$ cat src/hdl/sad_pkg.sv
package sad_pkg;

   localparam int KEY_W       = 32;
   localparam int BLK_W       = 32;
   localparam int FORK_W      = 2;
   localparam int LIMIT_W     = 7;
   localparam int THRESH_W    = 31;
   localparam int RATIO_W     = 17;
   localparam int MINTOT_W    = 31;
   localparam int COUNT_W     = 31;
   localparam int STAMP_W     = 64;
   localparam int CSR_IDX_W   = 8;
   localparam int CSR_DATA_W  = 32;
   localparam int Q16_SHIFT   = 16;

   localparam int DEFAULT_DEPTH = 64;

   localparam logic [LIMIT_W-1:0]  LIMIT_RESET  = 7'd64;
   localparam logic [THRESH_W-1:0] THRESH_RESET = 31'd1024;
   localparam logic [RATIO_W-1:0]  RATIO_RESET  = 17'd58982;
   localparam logic [MINTOT_W-1:0] MINTOT_RESET = 31'd10;
   localparam logic [RATIO_W-1:0]  RATIO_ONE    = 17'd65536;

   localparam logic [CSR_IDX_W-1:0] CSR_LIMIT  = 8'd0;
   localparam logic [CSR_IDX_W-1:0] CSR_THRESH = 8'd1;
   localparam logic [CSR_IDX_W-1:0] CSR_RATIO  = 8'd2;
   localparam logic [CSR_IDX_W-1:0] CSR_MINTOT = 8'd3;

   typedef struct packed {
      logic [LIMIT_W-1:0]  limit;
      logic [THRESH_W-1:0] thresh;
      logic [RATIO_W-1:0]  ratio;
      logic [MINTOT_W-1:0] mintot;
   } cfg_type;

   typedef struct packed {
      logic              bypass;
      logic [KEY_W-1:0]  rel;
      logic [KEY_W-1:0]  spc;
      logic [KEY_W-1:0]  db;
      logic [BLK_W-1:0]  blk;
   } item_type;

   typedef struct packed {
      logic [KEY_W-1:0]   rel;
      logic [KEY_W-1:0]   spc;
      logic [KEY_W-1:0]   db;
      logic [BLK_W-1:0]   last;
      logic [COUNT_W-1:0] seq;
      logic [COUNT_W-1:0] rnd;
      logic [STAMP_W-1:0] stamp;
   } entry_type;

   typedef enum logic [2:0] {
      ST_IDLE,
      ST_SCAN,
      ST_DECIDE,
      ST_MULT,
      ST_COMMIT,
      ST_REPORT
   } back_state_type;

endpackage

$ cat src/hdl/sad_req_if.sv
interface sad_req_if;
   logic                         valid;
   logic                         ready;
   logic [sad_pkg::KEY_W-1:0]    relation_id;
   logic [sad_pkg::KEY_W-1:0]    tablespace_id;
   logic [sad_pkg::KEY_W-1:0]    database_id;
   logic [sad_pkg::FORK_W-1:0]   fork_number;
   logic [sad_pkg::BLK_W-1:0]    block_number;

   modport source (output valid, relation_id, tablespace_id, database_id, fork_number,
                   block_number, input ready);
   modport sink   (input valid, relation_id, tablespace_id, database_id, fork_number,
                   block_number, output ready);
endinterface

$ cat src/hdl/sad_front.sv
module sad_front (
   input  logic              clock,
   input  logic              reset,
   sad_req_if.sink           req_ch,
   input  logic              limit_zero,
   output logic              q_valid,
   input  logic              q_ready,
   output sad_pkg::item_type q_item
);

   sad_pkg::item_type slot_ff [2];
   logic              wr_ptr_ff, wr_ptr_in;
   logic              rd_ptr_ff, rd_ptr_in;
   logic [1:0]        count_ff, count_in;
   logic              push, pop;
   sad_pkg::item_type word;

   assign req_ch.ready = (count_ff != 2'd2);
   assign push         = req_ch.valid && req_ch.ready;
   assign q_valid      = (count_ff != 2'd0);
   assign pop          = q_valid && q_ready;
   assign q_item       = slot_ff[rd_ptr_ff];

   // classify: other forks and a disabled table go straight through
   always_comb begin
      word.bypass = (req_ch.fork_number != '0) || limit_zero;
      word.rel    = req_ch.relation_id;
      word.spc    = req_ch.tablespace_id;
      word.db     = req_ch.database_id;
      word.blk    = req_ch.block_number;
   end

   always_comb begin
      wr_ptr_in = push ? ~wr_ptr_ff : wr_ptr_ff;
      rd_ptr_in = pop ? ~rd_ptr_ff : rd_ptr_ff;
      count_in  = count_ff + {1'b0, push} - {1'b0, pop};
   end

   always_ff @(posedge clock) begin
      if (reset) begin
         wr_ptr_ff <= 1'b0;
         rd_ptr_ff <= 1'b0;
         count_ff  <= 2'd0;
      end else begin
         wr_ptr_ff <= wr_ptr_in;
         rd_ptr_ff <= rd_ptr_in;
         count_ff  <= count_in;
      end
      if (push) begin
         slot_ff[wr_ptr_ff] <= word;
      end
   end

endmodule

$ cat src/flat_wrapper.sv
// flat-port wrapper written by rule: the top's interface ports become plain ports
module sad_front_flat 
  (clock, reset, limit_zero, q_valid, q_ready, q_item, req_ch_valid, req_ch_relation_id, req_ch_tablespace_id, req_ch_database_id, req_ch_fork_number, req_ch_block_number, req_ch_ready);
  sad_req_if req_ch_i ();
  input  logic clock;
  input  logic reset;
  input  logic limit_zero;
  output logic q_valid;
  input  logic q_ready;
  output sad_pkg::item_type q_item;
  input wire logic [$bits(req_ch_i.valid)-1:0] req_ch_valid;
  input wire logic [$bits(req_ch_i.relation_id)-1:0] req_ch_relation_id;
  input wire logic [$bits(req_ch_i.tablespace_id)-1:0] req_ch_tablespace_id;
  input wire logic [$bits(req_ch_i.database_id)-1:0] req_ch_database_id;
  input wire logic [$bits(req_ch_i.fork_number)-1:0] req_ch_fork_number;
  input wire logic [$bits(req_ch_i.block_number)-1:0] req_ch_block_number;
  output wire logic [$bits(req_ch_i.ready)-1:0] req_ch_ready;
  assign req_ch_i.valid = req_ch_valid;
  assign req_ch_i.relation_id = req_ch_relation_id;
  assign req_ch_i.tablespace_id = req_ch_tablespace_id;
  assign req_ch_i.database_id = req_ch_database_id;
  assign req_ch_i.fork_number = req_ch_fork_number;
  assign req_ch_i.block_number = req_ch_block_number;
  assign req_ch_ready = req_ch_i.ready;
  sad_front u_core (.clock(clock), .reset(reset), .req_ch(req_ch_i), .limit_zero(limit_zero), .q_valid(q_valid), .q_ready(q_ready), .q_item(q_item));
endmodule
$ cat config.mk
export PLATFORM = sky130hd
export DESIGN_NAME = sad_front_flat
export DESIGN_NICKNAME = d
export VERILOG_FILES = /design/src/hdl/sad_pkg.sv /design/src/hdl/sad_req_if.sv /design/src/hdl/sad_front.sv /design/src/flat_wrapper.sv
export SDC_FILE = /design/constraint.sdc
export NUM_CORES = 1
export LEC_CHECK = 0
export BUFFER_PORTS_ARGS = -buffer_cell sky130_fd_sc_hd__buf_2
export CORE_UTILIZATION = 31
export DETAILED_ROUTE_END_ITERATION = 10
export GPL_TIMING_DRIVEN = 0
export SLEW_MARGIN = 0
export SYNTH_ARGS = -nofsm -noshare
export SYNTH_HDL_FRONTEND = slang
export SYNTH_SLANG_ARGS = --single-unit
$ cat constraint.sdc
create_clock -name clock -period 10.9 [get_ports clock]
set_input_delay 1.635 -clock clock [delete_from_list [all_inputs] [get_ports clock]]
set_output_delay 1.635 -clock clock [all_outputs]
set_load 0.005 [all_outputs]
==> flow_metrics.env <==
export IMPL_outcome="complete, no violations"
export IMPL_grt_pass1_wl_um=28200
export IMPL_synthesis_area_um2=9600
export IMPL_ys_ff_latch=263
export IMPL_critPathKind="register to primary output"
export IMPL_synthToLayoutAreaGrowth_pct=29.0
export IMPL_finalNetCount=868
export IMPL_drv_slew=0
export IMPL_drv_cap=0
export IMPL_start_kind="register"
export IMPL_fmax_ghz=0.290
export IMPL_power_leakage_uw=0.00456
export IMPL_worst_setup_path_end_kind="primary output"
export IMPL_clock_path_buffers=3
export IMPL_cts_hold_buffers=0
export IMPL_post_cts_buffers=0
export IMPL_cp_arrival_ns=1.81
export IMPL_core_area_um2=30500
export IMPL_path_max_fanout=10
export IMPL_syn_area_per_cell_um2=22.4
export IMPL_rsz0062_at_grt="false"
export IMPL_vias=4960
export IMPL_final_hold_viol_count=0
export IMPL_intPower_uw=2120
export IMPL_clock_sinks=263
export IMPL_tightest_slew_ns=0.833
export IMPL_ir_drop_uv=129
export IMPL_synthCells=429
export IMPL_synth_cell_types=20
export IMPL_die_h_um=178
export IMPL_p_clk_share_pct=30.0
export IMPL_viasPerCell=4.33
export IMPL_chipWidth_um=178
export IMPL_rrSetupSlack_ns=8.57
export IMPL_p_sw_uw=720
export IMPL_ys_warn_count=0
export IMPL_grt_pass1_vias=5126
export IMPL_power_frac_seq_pct=46.2
export IMPL_clk_pin_slew_ns=0.06
export IMPL_cts_htree_levels=1
export IMPL_io_pins=266
export IMPL_power_density_nw_per_um2=229
export IMPL_fin_tns_setup_ns=0
export IMPL_antenna_found_initial=1
export IMPL_cts_tree="yes"
export IMPL_ys_seq_area_share_pct=81.8
export IMPL_nFillCells=2816
export IMPL_cts_made_buffers=29
export IMPL_cts_resized=0
export IMPL_firstDrtPassIters=4
export IMPL_wire_per_inst_um=16.9
export IMPL_syn_num_nets=566
export IMPL_grt_max_degree=60
export IMPL_fin_crit_sh_pct=31.6
export IMPL_start_util_pct=31.5
export IMPL_place_hpwl_um=13000
export IMPL_dieArea_um2=31700
export IMPL_hold_path_class="register to register"
export IMPL_final_util_pct=40.6
export IMPL_ant_nets=0
export IMPL_grt_overflow=0
export IMPL_drive_gt1_share_pct=60.1
export IMPL_slew_headroom_pct=44.4
export IMPL_required_ns=9.27
export IMPL_wl_um=19300
export IMPL_drt_iter0_drc=181
export IMPL_setup_violations=0
export IMPL_grt_usage_pct=11.6
export IMPL_port_buffers=265
export IMPL_clkLatencyLatePin_ns=0.54
export IMPL_gp_congestion=0.716
export IMPL_min_period_ns=3.45
export IMPL_pwr_share_comb_pct=23.8
export IMPL_finClkSkew_ns=0.00648
export IMPL_p_sw_share_pct=25.4
export IMPL_drc_errors=0
export IMPL_cts_root_buf="clkbuf_16"
export IMPL_rows=64
[stage by stage]
stage	cells	power, uW	instance area [um2]	hold slack, ns	setup slack, ns
after CTS	1145	2890	12400	0.526	7.37
after global routing	1146	2980	12400	0.569	7.34
final	1146	2840	12400	0.513	7.45
after floorplan	429	1730	9600	0.471	2.79
after global placement	1090	2040	11400	0.486	-1.10
after detailed placement	1096	2020	11600	0.510	7.35
[cells by family after synthesis]
kind of cell               after synthesis  synth area share (%)
AOI/OAI and AO/OA                        2                 0.130
xor gates and xnor gates                 2                 0.183
adders and majority gates                2                 0.261
buffers and inverters                   16                  1.66
DFF                                    263                  81.8
muxes                                  129                  15.1
and+or+nand+nor                         15                 0.847
[flip-flops by register name, summed over array words and instances (netlist names), named ones only]
register / count
u_core.wr_ptr_ff: 1
u_core.slot_ff: 258
u_core.count_ff: 2
u_core.rd_ptr_ff: 1
[Yosys cell counts, drive strengths merged]
master	count	area share [%]
xor2	1	0.091
nor3	1	0.052
buf	14	1.6
nand2b	2	0.13
o21a	1	0.078
mux2	129	15
or2	1	0.065
o21ai	1	0.052
ha	2	0.26
or3	1	0.065
dfxtp	5	1.0
and3	1	0.065
nand3	1	0.052
nor2	4	0.16
edfxtp	258	81
and2	2	0.13
xnor2	1	0.091
nor2b	2	0.13
inv	2	0.078
[layout make-up]
class	count	area [um2]	share of cell area, %
buffer	14	151	1.22
tap	396	495	4.00
inverter	2	7.51	0.0606
clock inverter	8	40.0	0.323
antenna	1	2.50	0.0202
clock buffer	41	771	6.23
multi-input combinational	150	1600	12.9
sequential	263	7850	63.4
timing repair buffer	271	1460	11.8
[metal layers]
metal / wire (um) / GRT usage [%]
met1: 7320 / 13.2
met2: 9910 / 20.5
met3: 1610 / 3.56
met4: 506 / 4.10
met5: 0 / 0
[layout by cell type (no fill, tap or decap), drive strengths merged, types with 2 or more instances in the layout]
cell      count
inv           2
nor2b         2
nand2b        2
clkinv        6
and2          2
buf         285
clkbuf       41
mux2        129
clkinvlp      2
ha            2
nor2          4
dfxtp         5
edfxtp      258
[worst paths after layout]
check                           cells after the start                         endpoint                          start
worst max-delay path                                4                       q_item[51]                       register
worst min-delay path                                2    u_core.rd_ptr_ff$_SDFFE_PP0P_  u_core.rd_ptr_ff$_SDFFE_PP0P_
worst max register to register                      5  u_core.slot_ff[0][37]$_DFFE_PP_  u_core.count_ff[0]$_SDFF_PP0_
worst min register to register                      2    u_core.rd_ptr_ff$_SDFFE_PP0P_  u_core.rd_ptr_ff$_SDFFE_PP0P_
[critical path, stage by stage, from the launching register on]
cell	delay (ns)
dfxtp_1	0.37
buf_6	0.22
buf_6	0.19
mux2_2	0.35
buf_2	0.14
[power by group through the flow]
stage	Sequential, uW	Clock (uW)	Combinational (uW)
floorplan	1350	0	384
global placement	1370	0	665
detailed placement	1330	0	693
CTS	1310	884	695
global route	1320	915	740
finish	1310	852	675
Note: power is estimated with default switching activity, not from simulation.
